$ cat src/rtl/median_ir_distance_converter_core_assert.svh
// Assertion macros for the median IR distance converter core.
`ifndef MEDIAN_IR_DISTANCE_CONVERTER_CORE_ASSERT_SVH
`define MEDIAN_IR_DISTANCE_CONVERTER_CORE_ASSERT_SVH

// Same-cycle implication, sampled on clk, off while rst_n is low.
`define MIRDC_ASSERT_NOW(label, ante, cons) \
    label: assert property (@(posedge clk) disable iff (!rst_n) (ante) |-> (cons)) \
        else $error("mirdc: same-cycle check failed");

// Next-cycle implication, sampled on clk, off while rst_n is low.
`define MIRDC_ASSERT_NEXT(label, ante, cons) \
    label: assert property (@(posedge clk) disable iff (!rst_n) (ante) |=> (cons)) \
        else $error("mirdc: next-cycle check failed");

`endif

$ cat src/rtl/mirdc_pkg.sv
// Shared types, codes and calibration tables for the median IR distance converter.
package mirdc_pkg;

    localparam logic OP_PUSH    = 1'b0;
    localparam logic OP_REQUEST = 1'b1;

    localparam logic CHAN_A = 1'b0;
    localparam logic CHAN_B = 1'b1;

    localparam int SLOPE_W = 17;
    localparam int ICPT_W  = 21;
    localparam int PROD_W  = 26;
    localparam int ACC_W   = 27;
    localparam int FRAC_W  = 12;
    localparam int SEG_W   = 3;
    localparam int LAST_SEG = 6;

    typedef logic signed [SLOPE_W-1:0] slope_t;
    typedef logic [ICPT_W-1:0]         icpt_t;
    typedef logic [SEG_W-1:0]          seg_t;

    typedef struct packed {
        logic push;
        logic scan_clear;
        logic scan;
        logic mul;
        logic sum;
    } cmd_t;

    typedef struct packed {
        logic scan_last;
    } status_t;

    function automatic slope_t slope_of(input logic chan, input seg_t seg);
        slope_t s;
        s = '0;
        if (chan == CHAN_A) begin
            case (seg)
                3'd0:    s = -17'sd476;
                3'd1:    s = -17'sd1107;
                3'd2:    s = -17'sd2926;
                3'd3:    s = -17'sd3724;
                3'd4:    s = -17'sd4551;
                3'd5:    s = -17'sd40960;
                3'd6:    s = -17'sd13653;
                default: s = '0;
            endcase
        end else begin
            case (seg)
                3'd0:    s = -17'sd506;
                3'd1:    s = -17'sd1170;
                3'd2:    s = -17'sd2409;
                3'd3:    s = -17'sd4096;
                3'd4:    s = -17'sd4551;
                3'd5:    s = -17'sd6827;
                3'd6:    s = -17'sd20480;
                default: s = '0;
            endcase
        end
        return s;
    endfunction

    function automatic icpt_t icpt_of(input logic chan, input seg_t seg);
        icpt_t c;
        c = '0;
        if (chan == CHAN_A) begin
            case (seg)
                3'd0:    c = 21'd126690;
                3'd1:    c = 21'd185981;
                3'd2:    c = 21'd289646;
                3'd3:    c = 21'd323956;
                3'd4:    c = 21'd350436;
                3'd5:    c = 21'd1187840;
                3'd6:    c = 21'd587093;
                default: c = '0;
            endcase
        end else begin
            case (seg)
                3'd0:    c = 21'd128442;
                3'd1:    c = 21'd189586;
                3'd2:    c = 21'd260216;
                3'd3:    c = 21'd327680;
                3'd4:    c = 21'd341333;
                3'd5:    c = 21'd389120;
                3'd6:    c = 21'd593920;
                default: c = '0;
            endcase
        end
        return c;
    endfunction

    function automatic logic [7:0] thr_of(input logic chan, input seg_t k);
        logic [7:0] t;
        t = '0;
        if (chan == CHAN_A) begin
            case (k)
                3'd0:    t = 8'd180;
                3'd1:    t = 8'd94;
                3'd2:    t = 8'd57;
                3'd3:    t = 8'd43;
                3'd4:    t = 8'd32;
                3'd5:    t = 8'd23;
                3'd6:    t = 8'd21;
                default: t = 8'd19;
            endcase
        end else begin
            case (k)
                3'd0:    t = 8'd173;
                3'd1:    t = 8'd92;
                3'd2:    t = 8'd57;
                3'd3:    t = 8'd40;
                3'd4:    t = 8'd30;
                3'd5:    t = 8'd21;
                3'd6:    t = 8'd15;
                default: t = 8'd13;
            endcase
        end
        return t;
    endfunction

endpackage

$ cat src/rtl/mirdc_ctrl.sv
// Controller state machine: sequences push, median scan and calibration.
module mirdc_ctrl (
    input  logic               clk,
    input  logic               rst_n,
    input  logic               start,
    input  logic               opcode,
    input  mirdc_pkg::status_t status,
    output mirdc_pkg::cmd_t    cmd,
    output logic               busy,
    output logic               done
);

    localparam logic [2:0] ST_IDLE  = 3'd0;
    localparam logic [2:0] ST_SCAN  = 3'd1;
    localparam logic [2:0] ST_MUL   = 3'd2;
    localparam logic [2:0] ST_SUM   = 3'd3;

    logic [2:0] state_reg, state_next;
    logic       done_reg, done_next;

    always_comb
    begin
        state_next = state_reg;
        cmd        = '0;
        case (state_reg)
            ST_IDLE:
            begin
                if (start) begin
                    if (opcode == mirdc_pkg::OP_PUSH) begin
                        cmd.push = 1'b1;
                    end else begin
                        cmd.scan_clear = 1'b1;
                        state_next     = ST_SCAN;
                    end
                end
            end
            ST_SCAN:
            begin
                cmd.scan = 1'b1;
                if (status.scan_last) begin
                    state_next = ST_MUL;
                end
            end
            ST_MUL:
            begin
                cmd.mul    = 1'b1;
                state_next = ST_SUM;
            end
            ST_SUM:
            begin
                cmd.sum    = 1'b1;
                state_next = ST_IDLE;
            end
            default:
            begin
                state_next = ST_IDLE;
            end
        endcase
    end

    assign done_next = (state_reg == ST_SUM);

    always_ff @(posedge clk or negedge rst_n)
    begin
        if (!rst_n) begin
            state_reg <= ST_IDLE;
            done_reg  <= 1'b0;
        end else begin
            state_reg <= state_next;
            done_reg  <= done_next;
        end
    end

    assign busy = (state_reg != ST_IDLE);
    assign done = done_reg;

endmodule

$ cat src/rtl/mirdc_calib.sv
// Piecewise linear calibration of one median: segment pick, multiply, add, saturate.
module mirdc_calib (
    input  logic       clk,
    input  logic       chan,
    input  logic       mul_en,
    input  logic       sum_en,
    input  logic [7:0] median,
    output logic [7:0] distance
);

    mirdc_pkg::seg_t                        seg;
    logic signed [mirdc_pkg::PROD_W-1:0]    prod_reg, prod_next;
    mirdc_pkg::icpt_t                       icpt_reg;
    logic signed [mirdc_pkg::ACC_W-1:0]     acc;
    logic [7:0]                             dist_reg, dist_next;

    // Thresholds descend, so the lowest index that matches wins.
    always_comb
    begin
        seg = mirdc_pkg::seg_t'(mirdc_pkg::LAST_SEG);
        for (int k = mirdc_pkg::LAST_SEG - 1; k >= 0; k--) begin
            if (median >= mirdc_pkg::thr_of(chan, mirdc_pkg::seg_t'(k))) begin
                seg = mirdc_pkg::seg_t'(k);
            end
        end
    end

    assign prod_next = mirdc_pkg::slope_of(chan, seg) * $signed({1'b0, median});

    assign acc = $signed({prod_reg[mirdc_pkg::PROD_W-1], prod_reg})
               + $signed({{(mirdc_pkg::ACC_W - mirdc_pkg::ICPT_W){1'b0}}, icpt_reg});

    // Clamp negative or zero to 0, anything from 256 up to 255.
    always_comb
    begin
        if (acc[mirdc_pkg::ACC_W-1] || (acc == '0)) begin
            dist_next = 8'd0;
        end else if (|acc[mirdc_pkg::ACC_W-2:mirdc_pkg::FRAC_W+8]) begin
            dist_next = 8'd255;
        end else begin
            dist_next = acc[mirdc_pkg::FRAC_W+7:mirdc_pkg::FRAC_W];
        end
    end

    always_ff @(posedge clk)
    begin
        if (mul_en) begin
            prod_reg <= prod_next;
            icpt_reg <= mirdc_pkg::icpt_of(chan, seg);
        end
        if (sum_en) begin
            dist_reg <= dist_next;
        end
    end

    assign distance = dist_reg;

endmodule

$ cat src/rtl/mirdc_datapath.sv
// Datapath: sample windows, rank scan for the median, two calibration units.
module mirdc_datapath #(
    parameter int WINDOW = 8
) (
    input  logic               clk,
    input  logic               rst_n,
    input  mirdc_pkg::cmd_t    cmd,
    input  logic [7:0]         sensor_a_raw,
    input  logic [7:0]         sensor_b_raw,
    output mirdc_pkg::status_t status,
    output logic [7:0]         sensor_a_distance,
    output logic [7:0]         sensor_b_distance
);

    localparam int IDX_W   = $clog2(WINDOW);
    localparam int CNT_W   = $clog2(WINDOW + 1);
    localparam int MED_POS = WINDOW / 2;

    logic [7:0]       win_a_reg [WINDOW];
    logic [7:0]       win_b_reg [WINDOW];
    logic [IDX_W-1:0] slot_reg, slot_next;
    logic [IDX_W-1:0] idx_reg, idx_next;
    logic [7:0]       med_a_reg, med_b_reg;
    logic [7:0]       cand_a, cand_b;
    logic [CNT_W-1:0] lt_a, le_a, lt_b, le_b;
    logic             hit_a, hit_b;
    logic             idx_last;

    assign slot_next = (slot_reg == IDX_W'(WINDOW - 1)) ? '0 : slot_reg + 1'b1;
    assign idx_last  = (idx_reg == IDX_W'(WINDOW - 1));
    assign idx_next  = idx_last ? '0 : idx_reg + 1'b1;

    always_ff @(posedge clk or negedge rst_n)
    begin
        if (!rst_n) begin
            for (int i = 0; i < WINDOW; i++) begin
                win_a_reg[i] <= '0;
                win_b_reg[i] <= '0;
            end
            slot_reg <= '0;
            idx_reg  <= '0;
        end else begin
            if (cmd.push) begin
                win_a_reg[slot_reg] <= sensor_a_raw;
                win_b_reg[slot_reg] <= sensor_b_raw;
                slot_reg            <= slot_next;
            end
            if (cmd.scan_clear) begin
                idx_reg <= '0;
            end else if (cmd.scan) begin
                idx_reg <= idx_next;
            end
        end
    end

    // Rank the candidate against the whole window of each channel.
    assign cand_a = win_a_reg[idx_reg];
    assign cand_b = win_b_reg[idx_reg];

    always_comb
    begin
        lt_a = '0;
        le_a = '0;
        lt_b = '0;
        le_b = '0;
        for (int j = 0; j < WINDOW; j++) begin
            lt_a = lt_a + CNT_W'(win_a_reg[j] <  cand_a);
            le_a = le_a + CNT_W'(win_a_reg[j] <= cand_a);
            lt_b = lt_b + CNT_W'(win_b_reg[j] <  cand_b);
            le_b = le_b + CNT_W'(win_b_reg[j] <= cand_b);
        end
    end

    // The candidate sits at the median position when its rank span covers it.
    assign hit_a = (lt_a <= CNT_W'(MED_POS)) && (le_a > CNT_W'(MED_POS));
    assign hit_b = (lt_b <= CNT_W'(MED_POS)) && (le_b > CNT_W'(MED_POS));

    always_ff @(posedge clk)
    begin
        if (cmd.scan && hit_a) begin
            med_a_reg <= cand_a;
        end
        if (cmd.scan && hit_b) begin
            med_b_reg <= cand_b;
        end
    end

    assign status.scan_last = idx_last;

    mirdc_calib u_calib_a (
        .clk      (clk),
        .chan     (mirdc_pkg::CHAN_A),
        .mul_en   (cmd.mul),
        .sum_en   (cmd.sum),
        .median   (med_a_reg),
        .distance (sensor_a_distance)
    );

    mirdc_calib u_calib_b (
        .clk      (clk),
        .chan     (mirdc_pkg::CHAN_B),
        .mul_en   (cmd.mul),
        .sum_en   (cmd.sum),
        .median   (med_b_reg),
        .distance (sensor_b_distance)
    );

endmodule

$ cat src/rtl/median_ir_distance_converter_core.sv
// Push: busy stays low, transactions may come every cycle.
// Request: busy through the scan, multiply and add/clamp states; done is registered from the add/clamp state.
// The rank scan visits one window slot per cycle, then one multiply state and one add/clamp state.
// Next transaction may be accepted in the cycle done is high; results cannot be held off.
// Reset (rst_n low, asynchronous) zeroes both windows, the write slot and the controller.
`include "median_ir_distance_converter_core_assert.svh"

module median_ir_distance_converter_core #(
    parameter int WINDOW = 8
) (
    input  logic       clk,
    input  logic       rst_n,
    input  logic       start,
    output logic       busy,
    input  logic       opcode,
    input  logic [7:0] sensor_a_raw,
    input  logic [7:0] sensor_b_raw,
    output logic       done,
    output logic [7:0] sensor_a_distance,
    output logic [7:0] sensor_b_distance
);

    mirdc_pkg::cmd_t    cmd;
    mirdc_pkg::status_t status;

    mirdc_ctrl u_ctrl (
        .clk    (clk),
        .rst_n  (rst_n),
        .start  (start),
        .opcode (opcode),
        .status (status),
        .cmd    (cmd),
        .busy   (busy),
        .done   (done)
    );

    mirdc_datapath #(
        .WINDOW (WINDOW)
    ) u_datapath (
        .clk               (clk),
        .rst_n             (rst_n),
        .cmd               (cmd),
        .sensor_a_raw      (sensor_a_raw),
        .sensor_b_raw      (sensor_b_raw),
        .status            (status),
        .sensor_a_distance (sensor_a_distance),
        .sensor_b_distance (sensor_b_distance)
    );

    `MIRDC_ASSERT_NEXT(a_done_one_cycle, done, !done)
    `MIRDC_ASSERT_NOW(a_done_while_idle, done, !busy)
    `MIRDC_ASSERT_NEXT(a_request_goes_busy, start && !busy && (opcode == mirdc_pkg::OP_REQUEST), busy && !done)
    `MIRDC_ASSERT_NEXT(a_push_stays_idle, start && !busy && (opcode == mirdc_pkg::OP_PUSH), !busy && !done)

endmodule

$ cat config.mk
export PLATFORM = sky130hd
export DESIGN_NAME = median_ir_distance_converter_core
export DESIGN_NICKNAME = d
export VERILOG_FILES = /design/src/rtl/mirdc_pkg.sv /design/src/rtl/mirdc_ctrl.sv /design/src/rtl/mirdc_calib.sv /design/src/rtl/mirdc_datapath.sv /design/src/rtl/median_ir_distance_converter_core.sv
export VERILOG_INCLUDE_DIRS = /design/src /design/src/rtl
export SDC_FILE = /design/constraint.sdc
export NUM_CORES = 1
export LEC_CHECK = 0
export BUFFER_PORTS_ARGS = -buffer_cell sky130_fd_sc_hd__buf_4
export CORE_AREA = 5 5 213 215
export DETAILED_ROUTE_END_ITERATION = 8
export DIE_AREA = 0 0 218 220
export PLACE_DENSITY = 0.73
export SYNTH_ARGS = -nofsm -noshare
export SYNTH_HDL_FRONTEND = slang
export SYNTH_SLANG_ARGS = --single-unit
export TNS_END_PERCENT = 10
$ cat constraint.sdc
create_clock -name clk -period 8.2 [get_ports clk]
set_input_delay 0.82 -clock clk [delete_from_list [all_inputs] [get_ports clk]]
set_output_delay 0.82 -clock clk [all_outputs]
set_load 0.01 [all_outputs]
# Word level (Yosys, flattened, before mapping)
# Cells that the tools add are included.
# word_totals
register_bits	264
inputBits	20
output_inout_bits	18
# op_classes
addsub	32
n_mul	2
magnitude_cmp	51
eq_ne	20
muxes	43
bitwise_logic	2
n_reduce_logical	17
# op_table
op	n
$pmux W17 S7	2
$pmux W21 S7	1
$pmux W20 S7	1
$bwmux W64	2
$le A8 B8 Y1	16
$lt A8 B8 Y1	16
$add A4 B1 Y4	24
$mux W8	7
$add A26 B22 Y27	2
$logic_not A27 Y1	2
$mul A17 B9 Y26	2
$mux W3	17
$bmux W8 S3	2
$ge A8 B6 Y1 const B	5
$demux W8 S3	1
$eq A3 B3 Y1 const B	8
$ge A8 B5 Y1 const B	3
$eq A3 B2 Y1 const B	6
$ge A8 B7 Y1 const B	2
$ge A8 B8 Y1 const B	2
$reduce_or A6 Y1	2
$eq A3 B1 Y1 const B	3
$logic_not A3 Y1	3
$pmux W3 S3	1
16 further kinds	37

# Depth between registers and ports, before layout
# Gate-level depths: netlist of run 1.
# logic_depth
depth_word	15
depth_mapped	28
depth_no_buf	26

# Hierarchy
# From an unflattened synthesis of run 1, not the netlist that was laid out.
# hier_totals
hier_cells	2617
hier_area_um2	26799.5
# modules_own_cells
mod	instances	cells_each	area_each_um2	seq_area_each_um2
mirdc_datapath	1	810	10050.9	3833.7
mirdc_calib at u_datapath.u_calib_b	1	912	8355.5	1651.6
mirdc_calib at u_datapath.u_calib_a	1	876	8181.6	1651.6
mirdc_ctrl	1	19	211.5	75.1

# Worst setup path after synthesis of run 1
# No wires, ideal clock.
# synth_path
path_type	register to register
startpoint	register u_datapath.idx_reg[0]
endpoint	register u_datapath.med_b_reg[0], enable pin
setup_time_ps	419
arrival_ps	6927
t_required_ps	7781
slack_ps	854
path_stages_with_launch	23
n_path_buf	2
synth_period_minus_slack_ps	7346
path_cell_list	dfrtp_1 > clkbuf_1 > buf_1 > mux4_2 > mux2i_1 > ha_1 > nor2b_1 > o21ai_0 > nand2b_1 > a21oi_1 > nor2_1 > a211oi_1 > o21bai_1 > fa_1 > fa_1 > inv_1 > fa_1 > inv_1 > fa_1 > o22ai_1 > a21oi_1 > a21oi_1 > a2111oi_0
# synth_via
elab_chain_cells	15
# synth_rtl
item	line	text
start: declaration	mirdc_datapath.sv:22	logic [IDX_W-1:0] idx_reg, idx_next;
start signal: assignment	mirdc_datapath.sv:51	idx_reg <= idx_next;
$not A3 Y4 (not written as such) *	mirdc_datapath.sv:58	assign cand_b = win_b_reg[idx_reg];
$bmux W8 S3 *	mirdc_datapath.sv:58	
$mux W8 (not written as such) * (2 in series)	mirdc_datapath.sv:58	
$lt A8 B8 Y1 / $le A8 B8 Y1 (equally long branches)	mirdc_datapath.sv:69, mirdc_datapath.sv:70	
$add A1 B1 Y2, on equally long branches	mirdc_datapath.sv:69, mirdc_datapath.sv:70	
$add A4 B1 Y4, on equally long branches (6 in series)	mirdc_datapath.sv:69, mirdc_datapath.sv:70	
$le A4 B3 Y1 / $gt A4 B3 Y1 (equally long branches)	mirdc_datapath.sv:76	assign hit_b = (lt_b <= CNT_W'(MED_POS)) && (le_b > CNT_W'(MED_POS));
$logic_and A1 B1 Y1 *	mirdc_datapath.sv:76	
$logic_and A1 B1 Y1 *	mirdc_datapath.sv:83	if (cmd.scan && hit_b) begin
end signal: assignment	mirdc_datapath.sv:84	med_b_reg <= cand_b;
end: declaration	mirdc_datapath.sv:23	logic [7:0] med_a_reg, med_b_reg;
# Every way passes the cells marked *; elsewhere a longest branch is shown, timed or not. The select of a mux whose other input is x is not followed.
# A chain may end at the register's enable or synchronous reset.

# Worst setup path in the final report of run 1
# layout_path
startpoint	register u_datapath.med_a_reg[5]
endpoint	register u_datapath.u_calib_a.prod_reg[25] (netlist name), data pin
# layout_via
elab_chain_cells	10
# layout_rtl
item	line	text
start: declaration	mirdc_datapath.sv:23	
start signal: assignment	mirdc_datapath.sv:81	med_a_reg <= cand_a;
$ge A8 B5 Y1	mirdc_calib.sv:22	if (median >= mirdc_pkg::thr_of(chan, mirdc_pkg::seg_t'(k))) begin
$mux W2	mirdc_calib.sv:22	
$mux W3 (5 in series)	mirdc_calib.sv:22	
$eq A3 B3 Y1, or another cell as far along	mirdc_pkg.sv:38	case (seg)
$pmux W17 S7	mirdc_pkg.sv:38	
$mul A17 B9 Y26 *	mirdc_calib.sv:28	assign prod_next = mirdc_pkg::slope_of(chan, seg) * $signed({1'b0, median});
named net u_datapath.u_calib_a.prod_next, one bit	mirdc_calib.sv:12	logic signed [mirdc_pkg::PROD_W-1:0] prod_reg, prod_next;
end signal: assignment	mirdc_calib.sv:48	prod_reg <= prod_next;
end: declaration	mirdc_calib.sv:12	
# The timed path passes the listed nets; every way through them passes the cells marked *.

==> impl_results.md, run 1 <==
* Inserted Diodes at 0
* #FFs+latches synth at 255
* Setup bufs post-CTS at 0
* PortBufs at 37
* Synth-to-layout area growth at 7.566%
* CTS sink cnt at 255
* Final TNS setup at 0 ps
* Worst reg-to-reg path cell count at 26
* Register area at 6973 sq um
* Area of the multi-input gates at 16090 sq um
* Global-route wire length before repair at 95300 microns
* Seq/Total Area, Yosys at 28.12%
* Final net count at 2938
* Row count at 77
* Initial DRT Pass Iterations at 5
* Crit share post-route at 92.31%
* Root buf cell: clkbuf_16
* Worst clock skew at 52.23 ps
* R2R Setup Slk at 630 ps
* CP max FO at 11
* Starting Density at 56.93%
* Die Ht at 220 microns
* Fill cells at 3601
* Most common cell in the netlist: inv_1
* Top post-synthesis cells by count: 384 x inv_1, 291 x ha_1, 230 x fa_1
* Critical path data required time at 8500 ps
* Mean Syn Cell Area at 10.42 sq um
* Post-synth top flop: dfrtp_1
* Global route overflow at 0
* CORE AREA at 43550 sq um
* Async SR Flop Fraction at 53.73%
* Crit path DAT at 7870 ps
* HPWL after DPL at 45780 microns
* Remaining DRCs at 0
* Cell Area, Synth at 24790 sq um
* Fmax at 132.1 MHz
* Clk Latency, worst-skew pair at 590 ps
* Share of cells above drive strength 1 at 11.92%
* Crit end category: register
* Critical R2R Capture: u_datapath.u_calib_a.prod_reg[25]$_DFFE_PP_
* Vias in the first global route at 18400
* Reg2reg start: u_datapath.med_a_reg[5]$_DFFE_PP_
* Die area at 47960 sq um
* Synth area leaders: fa_1 19%, ha_1 15%, edfxtp_1 14%
* Cell count after synthesis at 2378
* Vias per cell at 5.785
* Post-CTS Hold Fix Bufs at 0
* Iter 0 DRT Violations at 1265
* Vias at 17410
* Clock period minus worst slack at 7570 ps
* Die X at 218 microns
* Clock slew at reported path FFs at 60 ps
* Number of I/O pins at 38
* CTS buffer count at 28
* CP Class: reg2reg
* Routed wire length at 57460 microns
* H-tree lvl count at 1
* Setup crit start kind: register
* RSZ-0062 raised after global routing: no
* Synth warnings at 0
* WL/cell at 19.10 microns
* DRT antenna net count at 0
* MaxCap Viol Count at 0
* Largest net degree at the start of global routing at 81
* CTS tree: built
* Count of unique library cells instantiated by Yosys at 73
* Initial antenna violation count at 2
* Hold Violations, Final at 0
* Outcome: finished, final reports clean
* Top-area cell type share of the netlist area at 18.57%
* Max Slew Vio Count at 0
* Post-synth EDFFs at 118
* Max-slew headroom at 16.95%
* Hold WC Path Type: in2async
* Clock Path Buffers at 3
* Synth area leader: fa_1
* Number of setup violations in the final report at 0
* Gr usage total at 24.54%
* Placer Congestion at 0.9776
* Worst-margin pin slew at 1242 ps
## cells in the final DEF (no fill, tap or decap), types with 24 or more instances in the layout
cell	synthesis	layout
inv_1	384	384
ha_1	291	290
fa_1	230	230
nand2_1	158	158
dfrtp_1	137	136
mux2_2	120	120
edfxtp_1	118	118
nor2_1	113	113
a21oi_1	104	104
o21ai_0	79	79
buf_4	1	71
a21o_1	58	58
xnor2_1	46	46
nand4_1	41	41
and2_1	37	37
nor3_1	33	32
mux4_2	32	32
o21a_1	28	28
clkbuf_16	0	28
nor2b_1	26	26
a211oi_1	25	25
nand3_1	24	24
## how the worst max path moves through the flow
stage / from / endpoint / slack (ps) / cells past startpoint
final: u_datapath.med_a_reg[5]$_DFFE_PP_ / u_datapath.u_calib_a.prod_reg[25]$_DFFE_PP_ / 630 / 26
after global routing: u_datapath.med_a_reg[5]$_DFFE_PP_ / u_datapath.u_calib_a.prod_reg[25]$_DFFE_PP_ / 80 / 26
after CTS: u_datapath.med_a_reg[5]$_DFFE_PP_ / u_datapath.u_calib_a.prod_reg[25]$_DFFE_PP_ / 510 / 26
after detailed placement: u_datapath.med_a_reg[5]$_DFFE_PP_ / u_datapath.u_calib_a.prod_reg[25]$_DFFE_PP_ / 640 / 26
after global placement: u_datapath.med_a_reg[5]$_DFFE_PP_ / u_datapath.u_calib_a.prod_reg[25]$_DFFE_PP_ / 850 / 26
after floorplan: u_datapath.idx_reg[0]$_DFFE_PN0P_ / u_datapath.med_b_reg[0]$_DFFE_PP_ / 850 / 22
## per-stage QoR
step	hold WS, ps	std cells	cell area, sq um	util (%)	setup slack, ps
after floorplan	479.4	2384	24810	-	853.7
after global placement	491.8	2959	25790	59.22	848.8
after detailed placement	496.9	2959	25790	59.22	635.4
after CTS	268.9	3009	26650	61.20	507.0
after global routing	329.6	3009	26670	61.23	79.94
final	268.6	3009	26670	61.23	630.4
## metal layers
layer	global-route usage (%)	wire length, microns
met1	34.14	25230
met4	6.992	1843
met2	41.11	27600
met5	0	13
met3	2.844	2766
## logic make-up after synthesis
| group | synth area share, % |
|---|---|
| other | 0.01513 |
| xor gates and xnor gates | 2.190 |
| AOI/OAI and AO/OA | 10.33 |
| DFF | 28.12 |
| muxes | 9.166 |
| buffers and inverters | 7.263 |
| adders and majority gates | 33.26 |
| and+or+nand+nor | 9.650 |
## cell type report
class	count	share of cell area [%]
clock buffers	42	2.975
well taps	592	2.778
flip-flops and latches	255	26.15
multi-input cells	1654	60.35
repair buffers	72	2.041
inverters	386	5.448
clock inverters	8	0.2628
## worst max-delay path: stages, from the launching register on
cell        delay [ps]
edfxtp_1           610
clkinvlp_4         380
or4_1              570
and2_1             200
inv_1               70
a21oi_1             60
o21ai_2            290
nand3_1            240
nand2_1            350
nand2_1            140
fa_1               490
fa_1               490
inv_1               50
fa_1               530
inv_1               50
fa_1               530
inv_1               40
ha_1               350
o21a_1             140
o21ai_0            100
o31ai_1            400
buf_4              210
a41oi_1            170
o31ai_1            360
o21bai_1           130
a31oi_1            210
xnor2_1             90
## repair_timing
action	in CTS	in global routing
setup endpoints to repair	0	2
endpoints found under the hold margin	0	0
gates resized for setup	0	3
Power of run 1 is left out: the tool's default activity adds up to more than one toggle a clock period on the data nets, which glitch-free logic cannot reach.
==> inputs of run 2 (changes only) <==
==> constraint.sdc (replaced) <==
create_clock -name clk -period 8.21 [get_ports clk]
set_input_delay 0.821 -clock clk [delete_from_list [all_inputs] [get_ports clk]]
set_output_delay 0.821 -clock clk [all_outputs]
set_load 0.01 [all_outputs]
==> run 2 against run 1 <==
Effect of this change: count of clock-buffer cells in the layout fell by 4; fmax shrank 2.1%; first-iteration DRC count decreased by 2.5%; global-route usage about the same; highest routed layer is now met4; setup slack got worse by 160 ps.
==> impl_results.md, run 2 (synthesis results as in run 1) <==
* Met3 usage at 3.119% (+0.27 points)
* Global-route wire length before repair at 95010 microns (-0.30%)
* Worst clock skew at 35.73 ps (-16.50 ps)
* Die area at 47960 sq um (unchanged)
* DRT antenna net count at 0 (unchanged)
* Critical path data required time at 8520 ps (+20 ps)
* CTS tree: built
* Iter 0 DRT Violations at 1233 (-2.5%)
* Outcome: finished, final reports clean
* CTS buffer count at 29 (+3.6%)
* Row count at 77 (unchanged)
* Share of cells above drive strength 1 at 11.99% (+0.073 points)
* Root buf cell: clkbuf_16
* Crit share post-route at 94.22% (+1.9 points)
* Most common cell after layout, fill and taps aside: inv_1
* RSZ-0062 raised after global routing: no
* Final Non-Filler Cells at 3011 (+0.066%)
* Setup bufs post-CTS at 0 (unchanged)
* Hold WC Path Type: in2async
* Vias per cell at 5.789 (about the same)
* Crit end category: register
* Vias at 17430 (+0.15%)
* Final TNS setup at 0 ps (unchanged)
* PnR worst setup slack at 474.4 ps (-156.0 ps)
* Gr usage total at 24.49% (-0.045 points)
* Placer Congestion at 0.9777 (about the same)
* CORE AREA at 43550 sq um (unchanged)
* Global route overflow at 0 (unchanged)
* Number of I/O pins at 38 (unchanged)
* WL/cell at 19.02 microns (-0.39%)
* Max-slew headroom at 16.95% (about the same)
* Remaining DRCs at 0 (unchanged)
* Number of setup violations in the final report at 0 (unchanged)
* PortBufs at 37 (unchanged)
* CTS sink cnt at 255 (unchanged)
* Total of cells resized after clock tree synthesis at 0 (unchanged)
* Routed wire length at 57270 microns (-0.33%)
* Inserted Diodes at 0 (unchanged)
* Vias in the first global route at 18290 (-0.58%)
* HPWL after DPL at 45800 microns (about the same)
* Setup crit start kind: register
* Initial DRT Pass Iterations at 6 (+1)
* CP Class: reg2reg
* Core Util, Final at 61.50% (+0.27 points)
* Final net count at 2938 (unchanged)
* Clock period minus worst slack at 7736 ps (+166.0 ps)
* Initial antenna violation count at 0 (-2)
* GR Util met2 at 41.46% (+0.35 points)
* MaxCap Viol Count at 0 (unchanged)
* Die Ht at 220 microns (unchanged)
* GRT busiest layer: met2
* Fmax at 129.3 MHz (-2.1%)
* Post-CTS Hold Fix Bufs at 0 (unchanged)
* Die X at 218 microns (unchanged)
* Crit path DAT at 8040 ps (+170 ps)
* Commonest non-fill, non-tap cells in the layout: 384 x inv_1, 290 x ha_1, 230 x fa_1, 158 x nand2_1, 136 x dfrtp_1
* CP max FO at 11 (unchanged)
* Post-Place Cells at 2958 (-0.034%)
* Max Slew Vio Count at 0 (unchanged)
* Clock slew at reported path FFs at 60 ps (about the same)
* Met1 Resource Use GR at 33.60% (-0.54 points)
* H-tree lvl count at 1 (unchanged)
* Clock Path Buffers at 3 (unchanged)
* Starting Density at 56.93% (unchanged)
* Worst slack, placed at 697.5 ps (+62.01 ps)
* Clk Latency, worst-skew pair at 590 ps (about the same)
* Hold Violations, Final at 0 (unchanged)
* Worst-margin pin slew at 1242 ps (+0.05308 ps)
* Largest net degree at the start of global routing at 81 (unchanged)
* Synth-to-layout area growth at 8.040%
-- run 2: final cells by class --
cell class	instances	area, sq um
clock buffer	38	789.5
clock inverter	15	214.0
fill	3580	16760
inverter	386	1449
multi-input combinational	1654	16080
sequential	255	6973
tap	592	740.7
timing repair buffer	71	536.8
-- run 2: worst paths after layout --
check / start / end / slack [ps] / depth (start not counted)
worst min-delay path: rst_n / u_datapath.win_a_reg[36]$_DFFE_PN0P_ / 260 / 1
worst max register to register: u_datapath.med_a_reg[5]$_DFFE_PP_ / u_datapath.u_calib_a.prod_reg[25]$_DFFE_PP_ / 470 / 26
max in group asynchronous: rst_n / u_datapath.idx_reg[0]$_DFFE_PN0P_ / 6670 / 2
min in group clk: sensor_b_raw[0] / u_datapath.win_b_reg[16]$_DFFE_PN0P_ / 500 / 3
worst min register to register: u_datapath.win_b_reg[40]$_DFFE_PN0P_ / u_datapath.win_b_reg[40]$_DFFE_PN0P_ / 510 / 1
worst max-delay path: u_datapath.med_a_reg[5]$_DFFE_PP_ / u_datapath.u_calib_a.prod_reg[25]$_DFFE_PP_ / 470 / 26
-- run 2: worst max-delay path, stage by stage (launching register included) --
cell      delay, ps
edfxtp_1        580
clkinv_1        450
or4_1           610
and2_1          210
inv_1            80
a21oi_1          60
o21ai_1         430
nand3_1         280
nand3_1         230
nand2_1         100
fa_1            550
inv_1            50
fa_1            490
inv_1            50
fa_1            470
fa_1            540
inv_1            40
ha_1            330
o21ai_0         150
o21a_1          210
o31ai_1         340
buf_4           190
a41oi_1         180
o31ai_1         370
o21bai_1        130
a31oi_1         210
xnor2_1         100
-- run 2: per-layer routing --
metal | vias to the layer above | share of wire [%] | wire (microns)
li1 | 8154 | - | -
met3 | 114 | 5.5 | 3143
met5 | - | 0 | 0
met2 | 586 | 48 | 27770
met1 | 8578 | 43 | 24730
met4 | 0 | 2.8 | 1630
-- run 2: per-stage QoR --
step | hold WS (ps) | area [sq um]
floorplan | 479.4 | 24810
global placement | 491.7 | 25780
detailed placement | 498.4 | 25780
CTS | 272.8 | 26780
global route | 327.6 | 26780
finish | 263.0 | 26780
Power of run 2 is left out for the same reason.
